--- config.mk ---
export PLATFORM = sky130hd
export DESIGN_NAME = rust_literal_token_scanner_flat
export DESIGN_NICKNAME = d
export VERILOG_FILES = /design/src/rtl/core/rlts_pkg.sv /design/src/rtl/core/rlts_if.sv /design/src/rtl/core/rust_literal_token_scanner.sv /design/src/rtl/core/rlts_char_class.sv /design/src/rtl/core/rlts_scan_fsm.sv /design/src/flat_wrapper.sv
export SDC_FILE = /design/constraint.sdc
export NUM_CORES = 1
export LEC_CHECK = 0
export ABC_CLOCK_PERIOD_IN_PS = 17900
export BUFFER_PORTS_ARGS = -buffer_cell sky130_fd_sc_hd__buf_2
export CAP_MARGIN = 20
export CORE_ASPECT_RATIO = 1.5
export CORE_UTILIZATION = 50
export DETAILED_ROUTE_END_ITERATION = 10
export GPL_ROUTABILITY_DRIVEN = 0
export PLACE_DENSITY = 0.78
export SLEW_MARGIN = 0
export SYNTH_ARGS = -nofsm -noshare
export SYNTH_HDL_FRONTEND = slang
export SYNTH_SLANG_ARGS = --single-unit
--- constraint.sdc ---
create_clock -name clk -period 17.9 [get_ports clk]
set_input_delay 0.895 -clock clk [delete_from_list [all_inputs] [get_ports clk]]
set_output_delay 0.895 -clock clk [all_outputs]
set_load 0.1 [all_outputs]
--- src/rtl/core/rlts_pkg.sv ---
// ----------------------------------------------------------------------------
// rlts_pkg
// Shared types and constants for the Rust literal token scanner: scan phases,
// token kinds, code point constants, the character class bundle and the
// per-beat scan result.
// ----------------------------------------------------------------------------
package rlts_pkg;

	// Fixed field widths of the channels
	localparam int unsigned CH_W    = 21;
	localparam int unsigned MASK_W  = 3;
	localparam int unsigned OUT_W   = 16;

	// Number of phase hand-overs that one code point can pass through
	localparam int unsigned SETTLE_STEPS = 4;

	// Allowed-kind mask bits
	localparam int unsigned ALLOW_FLOAT   = 0;
	localparam int unsigned ALLOW_RAW     = 1;
	localparam int unsigned ALLOW_COMMENT = 2;

	// Code points of interest
	localparam logic [CH_W-1:0] CH_NUL   = 21'h00;
	localparam logic [CH_W-1:0] CH_TAB   = 21'h09;
	localparam logic [CH_W-1:0] CH_LF    = 21'h0A;
	localparam logic [CH_W-1:0] CH_FF    = 21'h0C;
	localparam logic [CH_W-1:0] CH_CR    = 21'h0D;
	localparam logic [CH_W-1:0] CH_SPACE = 21'h20;
	localparam logic [CH_W-1:0] CH_QUOTE = 21'h22;
	localparam logic [CH_W-1:0] CH_HASH  = 21'h23;
	localparam logic [CH_W-1:0] CH_STAR  = 21'h2A;
	localparam logic [CH_W-1:0] CH_PLUS  = 21'h2B;
	localparam logic [CH_W-1:0] CH_MINUS = 21'h2D;
	localparam logic [CH_W-1:0] CH_DOT   = 21'h2E;
	localparam logic [CH_W-1:0] CH_SLASH = 21'h2F;
	localparam logic [CH_W-1:0] CH_0     = 21'h30;
	localparam logic [CH_W-1:0] CH_2     = 21'h32;
	localparam logic [CH_W-1:0] CH_3     = 21'h33;
	localparam logic [CH_W-1:0] CH_4     = 21'h34;
	localparam logic [CH_W-1:0] CH_6     = 21'h36;
	localparam logic [CH_W-1:0] CH_9     = 21'h39;
	localparam logic [CH_W-1:0] CH_UP_A  = 21'h41;
	localparam logic [CH_W-1:0] CH_UP_E  = 21'h45;
	localparam logic [CH_W-1:0] CH_UP_Z  = 21'h5A;
	localparam logic [CH_W-1:0] CH_UNDER = 21'h5F;
	localparam logic [CH_W-1:0] CH_LO_A  = 21'h61;
	localparam logic [CH_W-1:0] CH_LO_B  = 21'h62;
	localparam logic [CH_W-1:0] CH_LO_C  = 21'h63;
	localparam logic [CH_W-1:0] CH_LO_E  = 21'h65;
	localparam logic [CH_W-1:0] CH_LO_F  = 21'h66;
	localparam logic [CH_W-1:0] CH_LO_O  = 21'h6F;
	localparam logic [CH_W-1:0] CH_LO_R  = 21'h72;
	localparam logic [CH_W-1:0] CH_LO_X  = 21'h78;
	localparam logic [CH_W-1:0] CH_LO_Z  = 21'h7A;
	localparam logic [CH_W-1:0] CH_ASCII_MAX = 21'h7F;

	typedef enum logic [4:0] {
		PH_IDLE, PH_WS,
		PH_F_START, PH_F_ZERO, PH_F_INT, PH_F_DOT, PH_F_FRAC, PH_F_EXP,
		PH_F_SIGN, PH_F_EXPD0, PH_F_EXPD, PH_F_SFX1, PH_F_SFX2, PH_F_SFX3,
		PH_F_TAIL, PH_F_T1, PH_F_T2,
		PH_RS_START, PH_RS_R, PH_RS_HASH, PH_RS_BODY, PH_RS_CLOSE,
		PH_BC_SLASH, PH_BC_STAR, PH_BC_BODY, PH_BC_ASL, PH_BC_AST
	} phase_t;

	typedef enum logic [1:0] {
		KIND_FLOAT   = 2'd0,
		KIND_RAW     = 2'd1,
		KIND_COMMENT = 2'd2
	} kind_t;

	// Decoded code point
	typedef struct packed {
		logic ws;
		logic dig;
		logic ident;
		logic nul;
		logic zero;
		logic under;
		logic dot;
		logic slash;
		logic star;
		logic hash;
		logic quote;
		logic sign;
		logic ch_b;
		logic ch_c;
		logic ch_r;
		logic ch_e;
		logic ch_f;
		logic ch_x_o;
		logic ch_2;
		logic ch_3;
		logic ch_4;
		logic ch_6;
	} cclass_t;

	// Outcome of one beat through the scanner
	typedef struct packed {
		logic              fin;
		logic              accepted;
		kind_t             kind;
		logic              too_long;
		logic [OUT_W-1:0]  leading_space;
		logic [OUT_W-1:0]  token_length;
	} scan_res_t;

endpackage

--- src/rtl/core/rlts_if.sv ---
// ----------------------------------------------------------------------------
// rlts_in_if / rlts_out_if
// Valid/ready channels of the scanner: code point beats in, token results out.
// ----------------------------------------------------------------------------
interface rlts_in_if;
	logic                          valid;
	logic                          ready;
	logic                          op;
	logic [rlts_pkg::MASK_W-1:0]   valid_mask;
	logic [rlts_pkg::CH_W-1:0]     ch;

	modport source (output valid, output op, output valid_mask, output ch, input ready);
	modport sink   (input valid, input op, input valid_mask, input ch, output ready);
endinterface

interface rlts_out_if;
	logic                          valid;
	logic                          ready;
	logic                          accepted;
	logic [1:0]                    token_kind;
	logic [rlts_pkg::OUT_W-1:0]    leading_space;
	logic [rlts_pkg::OUT_W-1:0]    token_length;
	logic                          too_long;

	modport source (output valid, output accepted, output token_kind, output leading_space,
		output token_length, output too_long, input ready);
	modport sink   (input valid, input accepted, input token_kind, input leading_space,
		input token_length, input too_long, output ready);
endinterface

--- src/rtl/core/rust_literal_token_scanner.sv ---
// ----------------------------------------------------------------------------
// rust_literal_token_scanner
// Scans code point beats for a float literal, a raw string or a nested block
// comment, skipping and counting leading whitespace; one result per request.
//
//   channel  | dir | beat payload
//   ---------+-----+------------------------------------------------------
//   items    | in  | op, valid_mask, ch
//   results  | out | accepted, token_kind, leading_space, token_length,
//            |     | too_long
//
// One beat is taken every cycle unless a waiting result stalls the input;
// the scan state machine decides on a code point combinationally, between
// the input register and the result register, which a result passes in turn.
// Reset clears the scan state; the block is idle and ready straight after.
// A waiting result stalls only a beat that would produce another result.
// ----------------------------------------------------------------------------
module rust_literal_token_scanner #(
	parameter int unsigned LENGTH_BITS = 16,
	parameter int unsigned MAX_HASHES  = 255,
	parameter int unsigned DEPTH_BITS  = 16
) (
	input  logic       clk,
	input  logic       arst_n,
	rlts_in_if.sink    items,
	rlts_out_if.source results
);

	rlts_pkg::cclass_t             cc_in;

	// Input register
	logic                          valid_s1;
	logic                          op_s1;
	logic [rlts_pkg::MASK_W-1:0]   mask_s1;
	rlts_pkg::cclass_t             cc_s1;

	// Result register
	logic                          out_valid_q;
	rlts_pkg::scan_res_t           out_q;

	rlts_pkg::scan_res_t           res;
	logic                          advance;

	// Decode the code point ahead of the input register
	rlts_char_class u_class (
		.ch (items.ch),
		.cc (cc_in)
	);

	rlts_scan_fsm #(
		.LENGTH_BITS (LENGTH_BITS),
		.MAX_HASHES  (MAX_HASHES),
		.DEPTH_BITS  (DEPTH_BITS)
	) u_fsm (
		.clk        (clk),
		.arst_n     (arst_n),
		.advance    (advance),
		.op         (op_s1),
		.valid_mask (mask_s1),
		.cc         (cc_s1),
		.res        (res)
	);

	// Stage 1 moves on unless it has a result and the result register is blocked
	assign advance     = valid_s1 && (!res.fin || !out_valid_q || results.ready);
	assign items.ready = !valid_s1 || advance;

	always_ff @(posedge clk or negedge arst_n) begin
		if (!arst_n) begin
			valid_s1 <= 1'b0;
		end else if (items.ready) begin
			valid_s1 <= items.valid;
		end
	end

	always_ff @(posedge clk) begin
		if (items.ready && items.valid) begin
			op_s1   <= items.op;
			mask_s1 <= items.valid_mask;
			cc_s1   <= cc_in;
		end
	end

	// Result register
	always_ff @(posedge clk or negedge arst_n) begin
		if (!arst_n) begin
			out_valid_q <= 1'b0;
		end else if (advance && res.fin) begin
			out_valid_q <= 1'b1;
		end else if (results.ready) begin
			out_valid_q <= 1'b0;
		end
	end

	always_ff @(posedge clk) begin
		if (advance && res.fin)
			out_q <= res;
	end

	assign results.valid         = out_valid_q;
	assign results.accepted      = out_q.accepted;
	assign results.token_kind    = out_q.kind;
	assign results.leading_space = out_q.leading_space;
	assign results.token_length  = out_q.token_length;
	assign results.too_long      = out_q.too_long;

endmodule

--- src/rtl/core/rlts_char_class.sv ---
// ----------------------------------------------------------------------------
// rlts_char_class
// Decodes a 21-bit code point into the class flags the scanner looks at.
// Anything above 127 counts as an identifier character.
// ----------------------------------------------------------------------------
module rlts_char_class (
	input  logic [rlts_pkg::CH_W-1:0] ch,
	output rlts_pkg::cclass_t         cc
);

	logic lower, upper;

	always_comb begin
		lower = (ch >= rlts_pkg::CH_LO_A) && (ch <= rlts_pkg::CH_LO_Z);
		upper = (ch >= rlts_pkg::CH_UP_A) && (ch <= rlts_pkg::CH_UP_Z);

		cc.ws     = (ch == rlts_pkg::CH_SPACE) || (ch == rlts_pkg::CH_TAB) ||
		            (ch == rlts_pkg::CH_LF) || (ch == rlts_pkg::CH_CR) ||
		            (ch == rlts_pkg::CH_FF);
		cc.dig    = (ch >= rlts_pkg::CH_0) && (ch <= rlts_pkg::CH_9);
		cc.under  = (ch == rlts_pkg::CH_UNDER);
		cc.ident  = lower || upper || cc.dig || cc.under || (ch > rlts_pkg::CH_ASCII_MAX);
		cc.nul    = (ch == rlts_pkg::CH_NUL);
		cc.zero   = (ch == rlts_pkg::CH_0);
		cc.dot    = (ch == rlts_pkg::CH_DOT);
		cc.slash  = (ch == rlts_pkg::CH_SLASH);
		cc.star   = (ch == rlts_pkg::CH_STAR);
		cc.hash   = (ch == rlts_pkg::CH_HASH);
		cc.quote  = (ch == rlts_pkg::CH_QUOTE);
		cc.sign   = (ch == rlts_pkg::CH_PLUS) || (ch == rlts_pkg::CH_MINUS);
		cc.ch_b   = (ch == rlts_pkg::CH_LO_B);
		cc.ch_c   = (ch == rlts_pkg::CH_LO_C);
		cc.ch_r   = (ch == rlts_pkg::CH_LO_R);
		cc.ch_e   = (ch == rlts_pkg::CH_LO_E) || (ch == rlts_pkg::CH_UP_E);
		cc.ch_f   = (ch == rlts_pkg::CH_LO_F);
		cc.ch_x_o = (ch == rlts_pkg::CH_LO_X) || (ch == rlts_pkg::CH_LO_O);
		cc.ch_2   = (ch == rlts_pkg::CH_2);
		cc.ch_3   = (ch == rlts_pkg::CH_3);
		cc.ch_4   = (ch == rlts_pkg::CH_4);
		cc.ch_6   = (ch == rlts_pkg::CH_6);
	end

endmodule

--- src/rtl/core/rlts_scan_fsm.sv ---
// ----------------------------------------------------------------------------
// rlts_scan_fsm
// Scan state machine and counters. Each beat first settles the phase through
// the hand-overs that do not consume the code point, then performs the single
// consuming or deciding action of the settled phase.
// ----------------------------------------------------------------------------
module rlts_scan_fsm #(
	parameter int unsigned LENGTH_BITS = 16,
	parameter int unsigned MAX_HASHES  = 255,
	parameter int unsigned DEPTH_BITS  = 16
) (
	input  logic                          clk,
	input  logic                          arst_n,
	input  logic                          advance,
	input  logic                          op,
	input  logic [rlts_pkg::MASK_W-1:0]   valid_mask,
	input  rlts_pkg::cclass_t             cc,
	output rlts_pkg::scan_res_t           res
);

	localparam int unsigned HASH_BITS = (MAX_HASHES < 2) ? 1 : $clog2(MAX_HASHES + 1);
	localparam logic [HASH_BITS-1:0] HASH_MAX = HASH_BITS'(MAX_HASHES);

	// State registers
	rlts_pkg::phase_t               phase_q;
	logic [rlts_pkg::MASK_W-1:0]    allowed_q;
	logic [LENGTH_BITS-1:0]         space_q, cons_q, mark_q;
	logic                           fseen_q, sfx_q;
	logic [HASH_BITS-1:0]           fence_q, close_q;
	logic [DEPTH_BITS-1:0]          depth_q;

	// Effective state: a request start clears counters and flags, loads the mask
	rlts_pkg::phase_t               e_phase;
	logic [rlts_pkg::MASK_W-1:0]    e_allowed;
	logic [LENGTH_BITS-1:0]         e_space, e_cons, e_mark;
	logic                           e_fseen, e_sfx;
	logic [HASH_BITS-1:0]           e_fence, e_close;
	logic [DEPTH_BITS-1:0]          e_depth;

	// Settled phase
	rlts_pkg::phase_t               s_phase, s_next;
	logic                           s_fseen;

	// Next state
	rlts_pkg::phase_t               n_phase;
	logic [LENGTH_BITS-1:0]         n_space, n_cons, n_mark;
	logic                           n_fseen, n_sfx;
	logic [HASH_BITS-1:0]           n_fence, n_close;
	logic [DEPTH_BITS-1:0]          n_depth;

	logic [LENGTH_BITS-1:0]         cons_inc, f_len;
	logic [HASH_BITS-1:0]           close_inc;
	logic [DEPTH_BITS-1:0]          depth_dec;
	logic                           do_take, fin, f_acc, f_tl;
	rlts_pkg::kind_t                f_kind;

	// One non-consuming hand-over from a phase, or the phase itself
	function automatic rlts_pkg::phase_t settle_step(
		input rlts_pkg::phase_t             p,
		input rlts_pkg::cclass_t            c,
		input logic [rlts_pkg::MASK_W-1:0]  allowed,
		input logic                         fseen
	);
		rlts_pkg::phase_t r;
		r = p;
		case (p)
			rlts_pkg::PH_WS: begin
				if (!c.ws) begin
					if (allowed[rlts_pkg::ALLOW_COMMENT] && c.slash)
						r = rlts_pkg::PH_BC_SLASH;
					else if (allowed[rlts_pkg::ALLOW_RAW] && (c.ch_r || c.ch_b || c.ch_c))
						r = rlts_pkg::PH_RS_START;
					else if (allowed[rlts_pkg::ALLOW_FLOAT] && c.dig)
						r = rlts_pkg::PH_F_START;
				end
			end
			rlts_pkg::PH_F_START:  if (!c.zero) r = rlts_pkg::PH_F_INT;
			rlts_pkg::PH_F_ZERO:   if (!(c.ch_x_o || c.ch_b)) r = rlts_pkg::PH_F_INT;
			rlts_pkg::PH_F_INT:    if (!(c.dig || c.under || c.dot)) r = rlts_pkg::PH_F_EXP;
			rlts_pkg::PH_F_FRAC:   if (!(c.dig || c.under)) r = rlts_pkg::PH_F_EXP;
			rlts_pkg::PH_F_EXPD:   if (!(c.dig || c.under)) r = rlts_pkg::PH_F_TAIL;
			rlts_pkg::PH_F_DOT:    if (!(c.dig || c.dot || c.ident)) r = rlts_pkg::PH_F_EXP;
			rlts_pkg::PH_F_EXP:    if (!c.ch_e && fseen) r = rlts_pkg::PH_F_TAIL;
			rlts_pkg::PH_F_SIGN:   if (!c.sign) r = rlts_pkg::PH_F_EXPD0;
			rlts_pkg::PH_RS_START: if (!(c.ch_b || c.ch_c)) r = rlts_pkg::PH_RS_R;
			rlts_pkg::PH_RS_CLOSE: if (!c.hash) r = rlts_pkg::PH_RS_BODY;
			rlts_pkg::PH_BC_ASL:   if (!c.star) r = rlts_pkg::PH_BC_BODY;
			rlts_pkg::PH_BC_AST:   if (!c.slash) r = rlts_pkg::PH_BC_BODY;
			default:               r = p;
		endcase
		return r;
	endfunction

	// Start of request
	always_comb begin
		e_phase   = op ? rlts_pkg::PH_WS : phase_q;
		e_allowed = op ? valid_mask : allowed_q;
		e_space   = op ? '0 : space_q;
		e_cons    = op ? '0 : cons_q;
		e_mark    = op ? '0 : mark_q;
		e_fseen   = op ? 1'b0 : fseen_q;
		e_sfx     = op ? 1'b0 : sfx_q;
		e_fence   = op ? '0 : fence_q;
		e_close   = op ? '0 : close_q;
		e_depth   = op ? '0 : depth_q;
	end

	// Settle through non-consuming hand-overs
	always_comb begin
		s_phase = e_phase;
		s_fseen = e_fseen;
		s_next  = e_phase;
		for (int i = 0; i < rlts_pkg::SETTLE_STEPS; i++) begin
			s_next = settle_step(s_phase, cc, e_allowed, s_fseen);
			if (s_phase == rlts_pkg::PH_F_DOT && s_next != rlts_pkg::PH_F_DOT)
				s_fseen = 1'b1;
			s_phase = s_next;
		end
	end

	// Action of the settled phase
	always_comb begin
		cons_inc  = e_cons + 1'b1;
		close_inc = e_close + 1'b1;
		depth_dec = e_depth - 1'b1;

		n_phase = s_phase;
		n_space = e_space;
		n_cons  = e_cons;
		n_mark  = e_mark;
		n_fseen = s_fseen;
		n_sfx   = e_sfx;
		n_fence = e_fence;
		n_close = e_close;
		n_depth = e_depth;
		do_take = 1'b0;
		fin     = 1'b0;
		f_acc   = 1'b0;
		f_kind  = rlts_pkg::KIND_FLOAT;
		f_tl    = 1'b0;
		f_len   = '0;

		case (s_phase)
			rlts_pkg::PH_IDLE: ;
			rlts_pkg::PH_WS: begin
				if (cc.ws) begin
					if (&e_space) begin
						fin  = 1'b1;
						f_tl = 1'b1;
					end else begin
						n_space = e_space + 1'b1;
					end
				end else begin
					fin = 1'b1;
				end
			end

			// float
			rlts_pkg::PH_F_START: begin
				do_take = 1'b1;
				n_phase = rlts_pkg::PH_F_ZERO;
			end
			rlts_pkg::PH_F_ZERO: fin = 1'b1;
			rlts_pkg::PH_F_INT, rlts_pkg::PH_F_FRAC, rlts_pkg::PH_F_EXPD: begin
				do_take = 1'b1;
				if (!(cc.dig || cc.under)) begin
					n_mark  = e_cons;
					n_phase = rlts_pkg::PH_F_DOT;
				end
			end
			rlts_pkg::PH_F_DOT: begin
				if (cc.dig) begin
					do_take = 1'b1;
					n_fseen = 1'b1;
					n_phase = rlts_pkg::PH_F_FRAC;
				end else begin
					fin = 1'b1;
				end
			end
			rlts_pkg::PH_F_EXP: begin
				if (cc.ch_e) begin
					n_mark  = e_cons;
					do_take = 1'b1;
					n_phase = rlts_pkg::PH_F_SIGN;
				end else if (cc.ch_f) begin
					n_mark  = e_cons;
					do_take = 1'b1;
					n_phase = rlts_pkg::PH_F_SFX1;
				end else begin
					fin = 1'b1;
				end
			end
			rlts_pkg::PH_F_SIGN: begin
				do_take = 1'b1;
				n_phase = rlts_pkg::PH_F_EXPD0;
			end
			rlts_pkg::PH_F_EXPD0: begin
				if (cc.dig) begin
					do_take = 1'b1;
					n_fseen = 1'b1;
					n_phase = rlts_pkg::PH_F_EXPD;
				end else begin
					fin   = 1'b1;
					f_acc = s_fseen;
					f_len = s_fseen ? e_mark : '0;
				end
			end
			rlts_pkg::PH_F_SFX1: begin
				if (cc.ch_3 || cc.ch_6) begin
					n_sfx   = cc.ch_6;
					do_take = 1'b1;
					n_phase = rlts_pkg::PH_F_SFX2;
				end else begin
					fin = 1'b1;
				end
			end
			rlts_pkg::PH_F_SFX2: begin
				if ((!e_sfx && cc.ch_2) || (e_sfx && cc.ch_4)) begin
					do_take = 1'b1;
					n_phase = rlts_pkg::PH_F_SFX3;
				end else begin
					fin = 1'b1;
				end
			end
			rlts_pkg::PH_F_SFX3: begin
				fin = 1'b1;
				if (!cc.ident) begin
					f_acc = 1'b1;
					f_len = e_cons;
				end
			end
			rlts_pkg::PH_F_TAIL: begin
				if (cc.ch_f) begin
					do_take = 1'b1;
					n_phase = rlts_pkg::PH_F_T1;
				end else begin
					fin   = 1'b1;
					f_acc = 1'b1;
					f_len = e_cons;
				end
			end
			rlts_pkg::PH_F_T1: begin
				if (cc.ch_3 || cc.ch_6) begin
					do_take = 1'b1;
					n_phase = rlts_pkg::PH_F_T2;
				end else begin
					fin   = 1'b1;
					f_acc = 1'b1;
					f_len = e_cons;
				end
			end
			rlts_pkg::PH_F_T2: begin
				fin   = 1'b1;
				f_acc = 1'b1;
				if (cc.ch_2 || cc.ch_4) begin
					do_take = 1'b1;
					f_len   = cons_inc;
				end else begin
					f_len = e_cons;
				end
			end

			// raw string
			rlts_pkg::PH_RS_START: begin
				do_take = 1'b1;
				n_phase = rlts_pkg::PH_RS_R;
			end
			rlts_pkg::PH_RS_R: begin
				if (cc.ch_r) begin
					do_take = 1'b1;
					n_phase = rlts_pkg::PH_RS_HASH;
				end else begin
					fin = 1'b1;
				end
			end
			rlts_pkg::PH_RS_HASH: begin
				if (cc.hash) begin
					if (e_fence >= HASH_MAX) begin
						fin  = 1'b1;
						f_tl = 1'b1;
					end else begin
						do_take = 1'b1;
						n_fence = e_fence + 1'b1;
					end
				end else if (cc.quote) begin
					do_take = 1'b1;
					n_phase = rlts_pkg::PH_RS_BODY;
				end else begin
					fin = 1'b1;
				end
			end
			rlts_pkg::PH_RS_BODY: begin
				if (cc.nul) begin
					fin = 1'b1;
				end else begin
					do_take = 1'b1;
					if (cc.quote) begin
						n_close = '0;
						if (e_fence == '0) begin
							fin    = 1'b1;
							f_acc  = 1'b1;
							f_kind = rlts_pkg::KIND_RAW;
							f_len  = cons_inc;
						end else begin
							n_phase = rlts_pkg::PH_RS_CLOSE;
						end
					end
				end
			end
			rlts_pkg::PH_RS_CLOSE: begin
				do_take = 1'b1;
				n_close = close_inc;
				if (close_inc >= e_fence) begin
					fin    = 1'b1;
					f_acc  = 1'b1;
					f_kind = rlts_pkg::KIND_RAW;
					f_len  = cons_inc;
				end
			end

			// block comment
			rlts_pkg::PH_BC_SLASH: begin
				do_take = 1'b1;
				n_phase = rlts_pkg::PH_BC_STAR;
			end
			rlts_pkg::PH_BC_STAR: begin
				if (cc.star) begin
					do_take = 1'b1;
					n_depth = DEPTH_BITS'(1);
					n_phase = rlts_pkg::PH_BC_BODY;
				end else begin
					fin = 1'b1;
				end
			end
			rlts_pkg::PH_BC_BODY: begin
				if (cc.nul) begin
					fin = 1'b1;
				end else begin
					do_take = 1'b1;
					if (cc.slash)
						n_phase = rlts_pkg::PH_BC_ASL;
					else if (cc.star)
						n_phase = rlts_pkg::PH_BC_AST;
				end
			end
			rlts_pkg::PH_BC_ASL: begin
				if (&e_depth) begin
					fin  = 1'b1;
					f_tl = 1'b1;
				end else begin
					do_take = 1'b1;
					n_depth = e_depth + 1'b1;
					n_phase = rlts_pkg::PH_BC_BODY;
				end
			end
			rlts_pkg::PH_BC_AST: begin
				do_take = 1'b1;
				n_depth = depth_dec;
				if (depth_dec == '0) begin
					fin    = 1'b1;
					f_acc  = 1'b1;
					f_kind = rlts_pkg::KIND_COMMENT;
					f_len  = cons_inc;
				end else begin
					n_phase = rlts_pkg::PH_BC_BODY;
				end
			end
			default: n_phase = rlts_pkg::PH_IDLE;
		endcase

		// Consuming a code point at the length limit rejects the token
		if (do_take) begin
			if (&e_cons) begin
				fin    = 1'b1;
				f_acc  = 1'b0;
				f_kind = rlts_pkg::KIND_FLOAT;
				f_tl   = 1'b1;
				f_len  = '0;
			end else begin
				n_cons = cons_inc;
			end
		end
		if (fin)
			n_phase = rlts_pkg::PH_IDLE;
	end

	// Result of this beat
	always_comb begin
		res.fin           = fin;
		res.accepted      = f_acc;
		res.kind          = f_acc ? f_kind : rlts_pkg::KIND_FLOAT;
		res.too_long      = f_tl;
		res.leading_space = rlts_pkg::OUT_W'(e_space);
		res.token_length  = f_acc ? rlts_pkg::OUT_W'(f_len) : '0;
	end

	// State registers
	always_ff @(posedge clk or negedge arst_n) begin
		if (!arst_n) begin
			phase_q   <= rlts_pkg::PH_IDLE;
			allowed_q <= '0;
			space_q   <= '0;
			cons_q    <= '0;
			mark_q    <= '0;
			fseen_q   <= 1'b0;
			sfx_q     <= 1'b0;
			fence_q   <= '0;
			close_q   <= '0;
			depth_q   <= '0;
		end else if (advance) begin
			phase_q   <= n_phase;
			allowed_q <= e_allowed;
			space_q   <= n_space;
			cons_q    <= n_cons;
			mark_q    <= n_mark;
			fseen_q   <= n_fseen;
			sfx_q     <= n_sfx;
			fence_q   <= n_fence;
			close_q   <= n_close;
			depth_q   <= n_depth;
		end
	end

endmodule

--- src/flat_wrapper.sv ---
// flat-port wrapper written by rule: the top's interface ports become plain ports
module rust_literal_token_scanner_flat 
#(
	parameter int unsigned LENGTH_BITS = 16,
	parameter int unsigned MAX_HASHES  = 255,
	parameter int unsigned DEPTH_BITS  = 16
)
  (clk, arst_n, items_valid, items_op, items_valid_mask, items_ch, items_ready, results_valid, results_accepted, results_token_kind, results_leading_space, results_token_length, results_too_long, results_ready);
  rlts_in_if items_i ();
  rlts_out_if results_i ();
  input  logic clk;
  input  logic arst_n;
  input wire logic [$bits(items_i.valid)-1:0] items_valid;
  input wire logic [$bits(items_i.op)-1:0] items_op;
  input wire logic [$bits(items_i.valid_mask)-1:0] items_valid_mask;
  input wire logic [$bits(items_i.ch)-1:0] items_ch;
  output wire logic [$bits(items_i.ready)-1:0] items_ready;
  output wire logic [$bits(results_i.valid)-1:0] results_valid;
  output wire logic [$bits(results_i.accepted)-1:0] results_accepted;
  output wire logic [$bits(results_i.token_kind)-1:0] results_token_kind;
  output wire logic [$bits(results_i.leading_space)-1:0] results_leading_space;
  output wire logic [$bits(results_i.token_length)-1:0] results_token_length;
  output wire logic [$bits(results_i.too_long)-1:0] results_too_long;
  input wire logic [$bits(results_i.ready)-1:0] results_ready;
  assign items_i.valid = items_valid;
  assign items_i.op = items_op;
  assign items_i.valid_mask = items_valid_mask;
  assign items_i.ch = items_ch;
  assign items_ready = items_i.ready;
  assign results_valid = results_i.valid;
  assign results_accepted = results_i.accepted;
  assign results_token_kind = results_i.token_kind;
  assign results_leading_space = results_i.leading_space;
  assign results_token_length = results_i.token_length;
  assign results_too_long = results_i.too_long;
  assign results_i.ready = results_ready;
  rust_literal_token_scanner #(.LENGTH_BITS(LENGTH_BITS), .MAX_HASHES(MAX_HASHES), .DEPTH_BITS(DEPTH_BITS)) u_core (.clk(clk), .arst_n(arst_n), .items(items_i), .results(results_i));
endmodule
==> impl_metrics.csv, run 1 <==
group,metric,value,unit
status,status,"finished, violations left",
status,violations,"DRC",
floorplanning,row_count,65,
global_route,grt.overflow.total,0,
detailed_routing,drtIter0Drc,2184,
timing,finalClockSkew,0.0106,ns
layout,diodes,0,
global_route,antenna_found_initial,1,
timing,setup_tns,0,ns
logic_synthesis,yosys_register_bits,154,
clocking,htree_levels,4,
logic_synthesis,synth.top_cells.by_area,"dfrtp_1 21%, edfxtp_1 17%, nand2_1 4.3%, nor2_1 3.8%, o21ai_0 3.0%",
run,maxCapViolCount,0,
floorplanning,die_w,122,um
global_route,grt_usage,31.0,%
detailed_routing,wl_per_cell,21.3,um
timing,rsz0062_at_grt,"false",
timing,hold_viol,0,
logic_synthesis,yosysTopAreaCell,"dfrtp_1",
logic_synthesis,avgSynthCellArea,8.78,sq um
floorplanning,io_pins,67,
timing,final.min_clock_period,7.75,ns
floorplanning,die_h,182,um
critical_path,start_kind,"flop",
logic_synthesis,yosys.cell_types.count,107,
critical_path,critical_path.slowest_cell,"buf_4",
detailed_routing,drc,15,
layout,multi_input_area,0.00616,sq mm
power_and_ir_drop,leakage,4.68,nW
timing,setup_viol,0,
floorplanning,core,0.0211,sq mm
detailed_routing,drt_first_pass_iters,11,
critical_path,worstPathMaxFanout,70,
logic_synthesis,syn_nets,1271,
layout,nNetsFinal,1297,
detailed_routing,num_vias,10672,
clocking,worst_skew_pair.late_latency,0.45,ns
global_route,grt_pass1_vias,10384,
critical_path,cp.arrival,6.85,ns
placed_design,port_buffers,66,
critical_path,cp.required,17.01,ns
logic_synthesis,ys_warn_count,0,
logic_synthesis,synthFlopType,"dfrtp_1",
logic_synthesis,synthArstFlopShare,59.7,%
placed_design,dp.final_hpwl,22400,um
placed_design,post-place-ws,10.89,ns
logic_synthesis,synthCells,1226,
global_route,grt_start_max_net_pins,71,
clocking,cts_root_buf,"clkbuf_16",
clocking,numClockSinks,154,
clocking,cts_tree,"done",
critical_path,crit_chain,"buf_4 -> buf_4 -> nor2_2 -> nand4_2 -> nand3_2 -> o41ai_2 -> nand2_2 -> or3_1 -> a41o_1 -> nand2b_1 -> a21oi_1 -> a2111oi_0 -> nand4_1 -> o21ai_2 -> a21o_1 -> nand2b_1 -> buf_2",
clocking,clk_pin_slew,0.06,ns
layout,seqCellArea,0.00416,sq mm
clocking,post_cts_buffers,0,
detailed_routing,wl,32700,um
timing,relSlewSlack,28.6,%
logic_synthesis,yosysSeqAreaShare,38.7,%
critical_path,cp_top_family,"simple AND/OR/NAND/NOR gates",
timing,fmax,129,MHz
power_and_ir_drop,power.density,121,mW/mm^2
global_route,grt_pass1_wl,53100,um
clocking,hold_buffers,0,
logic_synthesis,synth_commonest_cells,"122 x nand2_1, 110 x nor2_1, 92 x dfrtp_1",
power_and_ir_drop,ir_worst_vdd,0.0000728,V
layout,drive_gt1_share,13.2,%
layout,syn_to_final_growth,9.94,%
timing,worst_slack,10.15,ns
logic_synthesis,synth-edff-count,62,
layout,fillCellCount,1847,
detailed_routing,ant_nets,0,
floorplanning,dieArea,0.0221,sq mm
timing,drv_slew,0,
clocking,cts_made_buffers,17,
clocking,clockBufferDepth,2,
critical_path,cp-end-kind,"output port",
critical_path,path_class,"flop to output port",
logic_synthesis,mappedNetlistArea,0.0108,sq mm
timing,worst_pin_slew,1.06,ns
clocking,cts_resized,0,
logic_synthesis,synth.most_common_cell,"nand2_1",
critical_path,path_buf_inv,3,
min_path,hp-class,"input port to async pin",
logic_synthesis,synth_top_area_share,21.4,%
timing,fin_crit_sh,43.3,%
critical_path,slowest_delay,0.66,ns
detailed_routing,viasPerCell,6.96,
floorplanning,start_util,51.1,%
[through the flow]
| stage | utilization (%) | area, sq um | std cells | total power [mW] | hold slack, ns |
|---|---|---|---|---|---|
| floorplan | - | 10800 | 1226 | 0.902 | 0.438 |
| global placement | 53.2 | 11200 | 1499 | 1.02 | 0.454 |
| detailed placement | 53.2 | 11200 | 1499 | 1.03 | 0.466 |
| CTS | 56.0 | 11800 | 1531 | 1.40 | 0.423 |
| global route | 56.2 | 11800 | 1533 | 1.48 | 0.437 |
| finish | 56.2 | 11800 | 1533 | 1.43 | 0.407 |
[metal layers]
metal,track usage [%],share of wire (%),up-vias
li1,-,-,4741
met1,35.5,36,4983
met2,49.6,47,705
met3,8.64,9.2,241
met4,21.4,7.8,2
met5,0,0.040,-
[path summary, 6_finish.rpt]
path | start | endpoint | slack [ns] | cells after the start
worst max-delay path | u_core.op_s1 | items_ready | 10.15 | 17
worst min-delay path | arst_n | u_core.u_fsm.fence_q[3] | 0.41 | 1
worst max register to register | u_core.op_s1 | u_core.u_fsm.mark_q[9] | 10.72 | 18
worst min register to register | u_core.u_fsm.cons_q[9] | u_core.u_fsm.cons_q[9] | 0.48 | 1
max in group asynchronous | arst_n | u_core.u_fsm.cons_q[1] | 16.33 | 2
min in group clk | u_core.u_fsm.cons_q[9] | u_core.u_fsm.cons_q[9] | 0.48 | 1
[report_power, final]
group	internal, mW	switching (mW)	total, mW
Clock	0.221	0.156	0.377
Sequential	0.412	0.0362	0.448
Combinational	0.148	0.454	0.602
Total	0.781	0.646	1.43
[cell families (layout without fill, tap and decap cells)]
logic type,Yosys count,after routing,synth area share [%]
buffers and inverters,103,142,4.23
XOR/XNOR,21,21,1.71
AND/OR/NAND/NOR,576,576,28.9
adder cells (fa/ha/maj),16,16,1.86
multiplexers,15,15,1.44
flip-flops,154,154,38.7
AO/OA/AOI/OAI,341,341,23.2
[layout make-up]
class                           instances  share of cell area (%)
Sequential cell                       154                    35.2
Tap cell                              268                    2.83
Timing Repair Buffer                   79                    3.81
Clock buffer                           20                    3.69
Inverter                               31                   0.983
Multi-Input combinational cell        969                    52.1
Clock inverter                         12                    1.40
[layout by cell type, fill, tap and decap left out, types with 12 or more instances in the layout]
cell	n
a21oi_1	53
or3_1	12
buf_2	65
nor2_1	109
nand2b_1	23
a221o_1	20
and2_1	15
nor4_1	36
edfxtp_1	62
nand4_1	22
xor2_1	12
a31oi_1	14
o31ai_1	13
clkbuf_16	17
nor2b_1	44
buf_4	13
nor3_1	45
inv_1	29
ha_1	16
nand2_1	122
o22ai_1	17
o21ai_0	65
a22o_1	35
and3_1	24
nand3_1	44
dfrtp_1	92
[state kept, by name, summed over array words and instances (netlist names), 2 cells and up]
signal and flops:
u_core.results.token_kind 2, u_core.u_fsm.cons_q 16, u_core.u_fsm.fence_q 8, u_core.u_fsm.depth_q 16
u_core.cc_s1 22, u_core.u_fsm.allowed_q 3, u_core.u_fsm.mark_q 16, u_core.mask_s1 3
u_core.u_fsm.space_q 16, u_core.results.leading_space 16, u_core.u_fsm.close_q 8, u_core.results.token_length 16
u_core.u_fsm.phase_q 5
[worst register-to-register path, stage by stage, from the launching register on]
cell and delay (ns):
edfxtp_1 0.32, buf_4 0.42, buf_4 0.67, nor2_2 0.26, nand4_2 0.36, nand3_2 0.16, o41ai_2 0.58, nand2_2 0.26
or3_1 0.40, a41o_1 0.28, nand2b_1 0.52, a21oi_1 0.23, a2111oi_0 0.49, nand4_1 0.21, o21ai_2 0.40, a31o_2 0.22
buf_4 0.40, and2_1 0.66, a22o_1 0.26
Power figures use the tool's default switching activity.
==> run 2: changes to the inputs <==
ABC_AREA = 1   (was not set)
ABC_CLOCK_PERIOD_IN_PS = 6500   (was 17900)
PLACE_DENSITY = 0.8   (was 0.78)
clock period = 6.5 ns   (was 17.9 ns; I/O delays follow)
==> run 2 against run 1 <==
The run now ends clean. Global-route usage up 0.086 points. Critical path depth up 17. Combinational power grew to 5.8 times the previous value. Die area is 9.9% higher. Synthesized area increased by 10%. Non-clock buffer count grew 3. Largest power group unchanged. Sequential power grew to 3.1 times the previous value.
==> impl_metrics.csv, run 2 <==
group,metric,value,unit
timing,rsz0062_at_grt,"false",
layout,syn_to_final_growth,9.46,%
timing,setup_viol,0,
layout,fillCellCount,2181,
layout,final_cell_mix,"481 x nand2_1, 227 x inv_1, 210 x nor2_1, 196 x nand3_1, 91 x dfrtp_1",
critical_path,worstPathMaxFanout,19,
clocking,cts_root_buf,"clkbuf_16",
timing,relSlewSlack,26.7,%
critical_path,slowest_delay,0.57,ns
global_route,grt_usage,31.1,%
logic_synthesis,muxShareOfSynthArea,0,%
run,maxCapViolCount,0,
detailed_routing,drtIter0Drc,1645,
timing,worst_pin_slew,1.10,ns
logic_synthesis,yosysSeqAreaShare,35.2,%
global_route,antenna_found_initial,0,
layout,final_core_util,56.0,%
critical_path,critical_path.slowest_cell,"edfxtp_1",
critical_path,cp_top_family,"simple AND/OR/NAND/NOR gates",
logic_synthesis,synthCells,1745,
logic_synthesis,mappedNetlistArea,0.0118,sq mm
detailed_routing,viasPerCell,5.92,
clocking,post_cts_buffers,0,
layout,regMostFlops,"u_core.cc_s1",
power_and_ir_drop,power.density,451,mW/mm^2
critical_path,r2r_cells,35,
detailed_routing,ant_nets,0,
critical_path,critPathMostFrequentCell,"nand2_1",
min_path,hp-class,"input port to flop",
logic_synthesis,yosys_register_bits,154,
min_path,hold_end,"u_core.mask_s1[2]",
logic_synthesis,synthAdderAreaFrac,1.69,%
detailed_routing,wl_per_cell,16.8,um
timing,final.min_clock_period,6.02,ns
critical_path,cp.arrival,5.69,ns
timing,finalClockSkew,0.0134,ns
logic_synthesis,synth_compound_area_share,10.4,%
logic_synthesis,synth_simple_gate_area_share,38.3,%
clocking,worst_skew_pair.late_latency,0.45,ns
logic_synthesis,synth_xor_area_share,3.92,%
min_path,min_path_cells,1,
detailed_routing,num_vias,12549,
global_route,grt_pass1_wl,58800,um
critical_path,start_kind,"flop",
critical_path,cp-end-kind,"output port",
floorplanning,io_pins,67,
logic_synthesis,synth-edff-count,62,
logic_synthesis,synthFlopType,"dfrtp_1",
clocking,numClockSinks,154,
critical_path,ff2ff_setup_slack,0.53,ns
layout,layout_commonest_cell,"nand2_1",
min_path,min-delay-start,"items_valid_mask[2]",
layout,largest_register_ffs,22,
clocking,cts_made_buffers,17,
timing,fin_crit_sh,92.6,%
floorplanning,start_util,51.2,%
critical_path,r2r_end,"u_core.results.token_kind[0]",
logic_synthesis,synth_commonest_cells,"481 x nand2_1, 227 x inv_1, 210 x nor2_1",
timing,drv_slew,0,
detailed_routing,wl,35600,um
logic_synthesis,yosysTopAreaCell,"dfrtp_1",
logic_synthesis,avgSynthCellArea,6.79,sq um
global_route,grt.overflow.total,0,
clocking,clk_pin_slew,0.06,ns
floorplanning,die_h,190,um
clocking,cts_tree,"done",
power_and_ir_drop,leakage,6.38,nW
floorplanning,dieArea,0.0243,sq mm
layout,diodes,0,
critical_path,path_buf_inv,6,
critical_path,crit_path_start,"u_core.op_s1",
critical_path,path_class,"flop to output port",
layout,drive_gt1_share,10.1,%
logic_synthesis,ys_warn_count,0,
timing,hold_viol,0,
placed_design,dp.final_hpwl,24500,um
power_and_ir_drop,ir_worst_vdd,0.000396,V
critical_path,cp.required,6.17,ns
timing,setup_tns,0,ns
clocking,clockBufferDepth,2,
global_route,grt_pass1_vias,12080,
detailed_routing,drt_first_pass_iters,8,
logic_synthesis,synth.most_common_cell,"nand2_1",
placed_design,port_buffers,66,
critical_path,r2r_start,"u_core.op_s1",
logic_synthesis,synth.top_cells.by_area,"dfrtp_1 19%, edfxtp_1 16%, nand2_1 15%, nand3_1 8.3%, inv_1 7.2%",
status,status,"finished, final reports clean",
logic_synthesis,yosys.cell_types.count,57,
global_route,grt_start_max_net_pins,95,
timing,fmax,166,MHz
layout,nNetsFinal,1835,
floorplanning,core,0.0231,sq mm
logic_synthesis,synth_top_area_share,19.4,%
clocking,htree_levels,4,
floorplanning,die_w,128,um
floorplanning,row_count,68,
power_and_ir_drop,totalPowerFinal,5.85,mW
logic_synthesis,syn_nets,1790,
logic_synthesis,synthArstFlopShare,59.7,%
logic_synthesis,synth_top_family_by_area,"simple AND/OR/NAND/NOR gates",
detailed_routing,drc,0,
run 2: final cells by class:
class                      count  area (sq um)  area share [%]
sequential                   154          4170            32.1
timing repair buffer          82           472            3.64
clock inverter                14           123           0.946
multi-input combinational   1289          6450            49.8
inverter                     246           928            7.16
tap                          315           394            3.04
clock buffer                  18           429            3.31
run 2: power breakdown:
| group | total, mW | switching (mW) | internal [mW] |
|---|---|---|---|
| clock network | 0.955 | 0.428 | 0.526 |
| registers | 1.38 | 0.0893 | 1.29 |
| logic | 3.52 | 2.84 | 0.677 |
run 2: worst reg2reg max path, delay by kind of cell, from the launching register on:
family / cells / cell delay [ns]
flops: 1 / 0.57
simple gates: 29 / 3.85
buf+inv: 6 / 1.16
run 2: metal layers:
| metal | track usage, % | up-vias | share of wire, % |
|---|---|---|---|
| met3 | 6.51 | 226 | 9.3 |
| met1 | 35.5 | 5688 | 35 |
| met4 | 21.8 | 0 | 7.5 |
| li1 | - | 5823 | - |
| met2 | 52.0 | 812 | 48 |
| met5 | 0 | - | 0 |
run 2: repair_timing:
action	4_1_cts	5_1_grt
setup endpoints to repair	0	136
resized for setup	0	7
hold buffers	1	0
endpoints found under the hold margin	21	0
run 2: through the flow:
stage / instances / hold slack (ns) / setup WS [ns] / area, sq um
floorplan: 1745 / 0.0294 / 0.796 / 11800
global placement: 2085 / 0.233 / 0.606 / 12400
detailed placement: 2085 / 0.235 / 0.360 / 12400
CTS: 2118 / 0.0379 / 0.326 / 12900
global route: 2118 / 0.0414 / 0.0702 / 13000
finish: 2118 / 0.0508 / 0.481 / 13000
run 2: worst max-delay path by stage:
stage / endpoint / slack, ns / cells past startpoint
after floorplan: u_core.cc_s1[0] / 0.80 / 24
after global placement: u_core.results.token_kind[1] / 0.61 / 35
after detailed placement: u_core.results.accepted / 0.36 / 35
after CTS: u_core.results.token_kind[0] / 0.33 / 35
after global routing: items_ready / 0.07 / 29
final: items_ready / 0.48 / 34
run 2: cell families (layout without fill, tap and decap cells):
kind of cell	after synthesis	count (layout)
simple gates	1032	1032
buf+inv	302	360
compound gates	188	188
flops	154	154
xor+xnor	53	53
fa+ha+maj	16	16
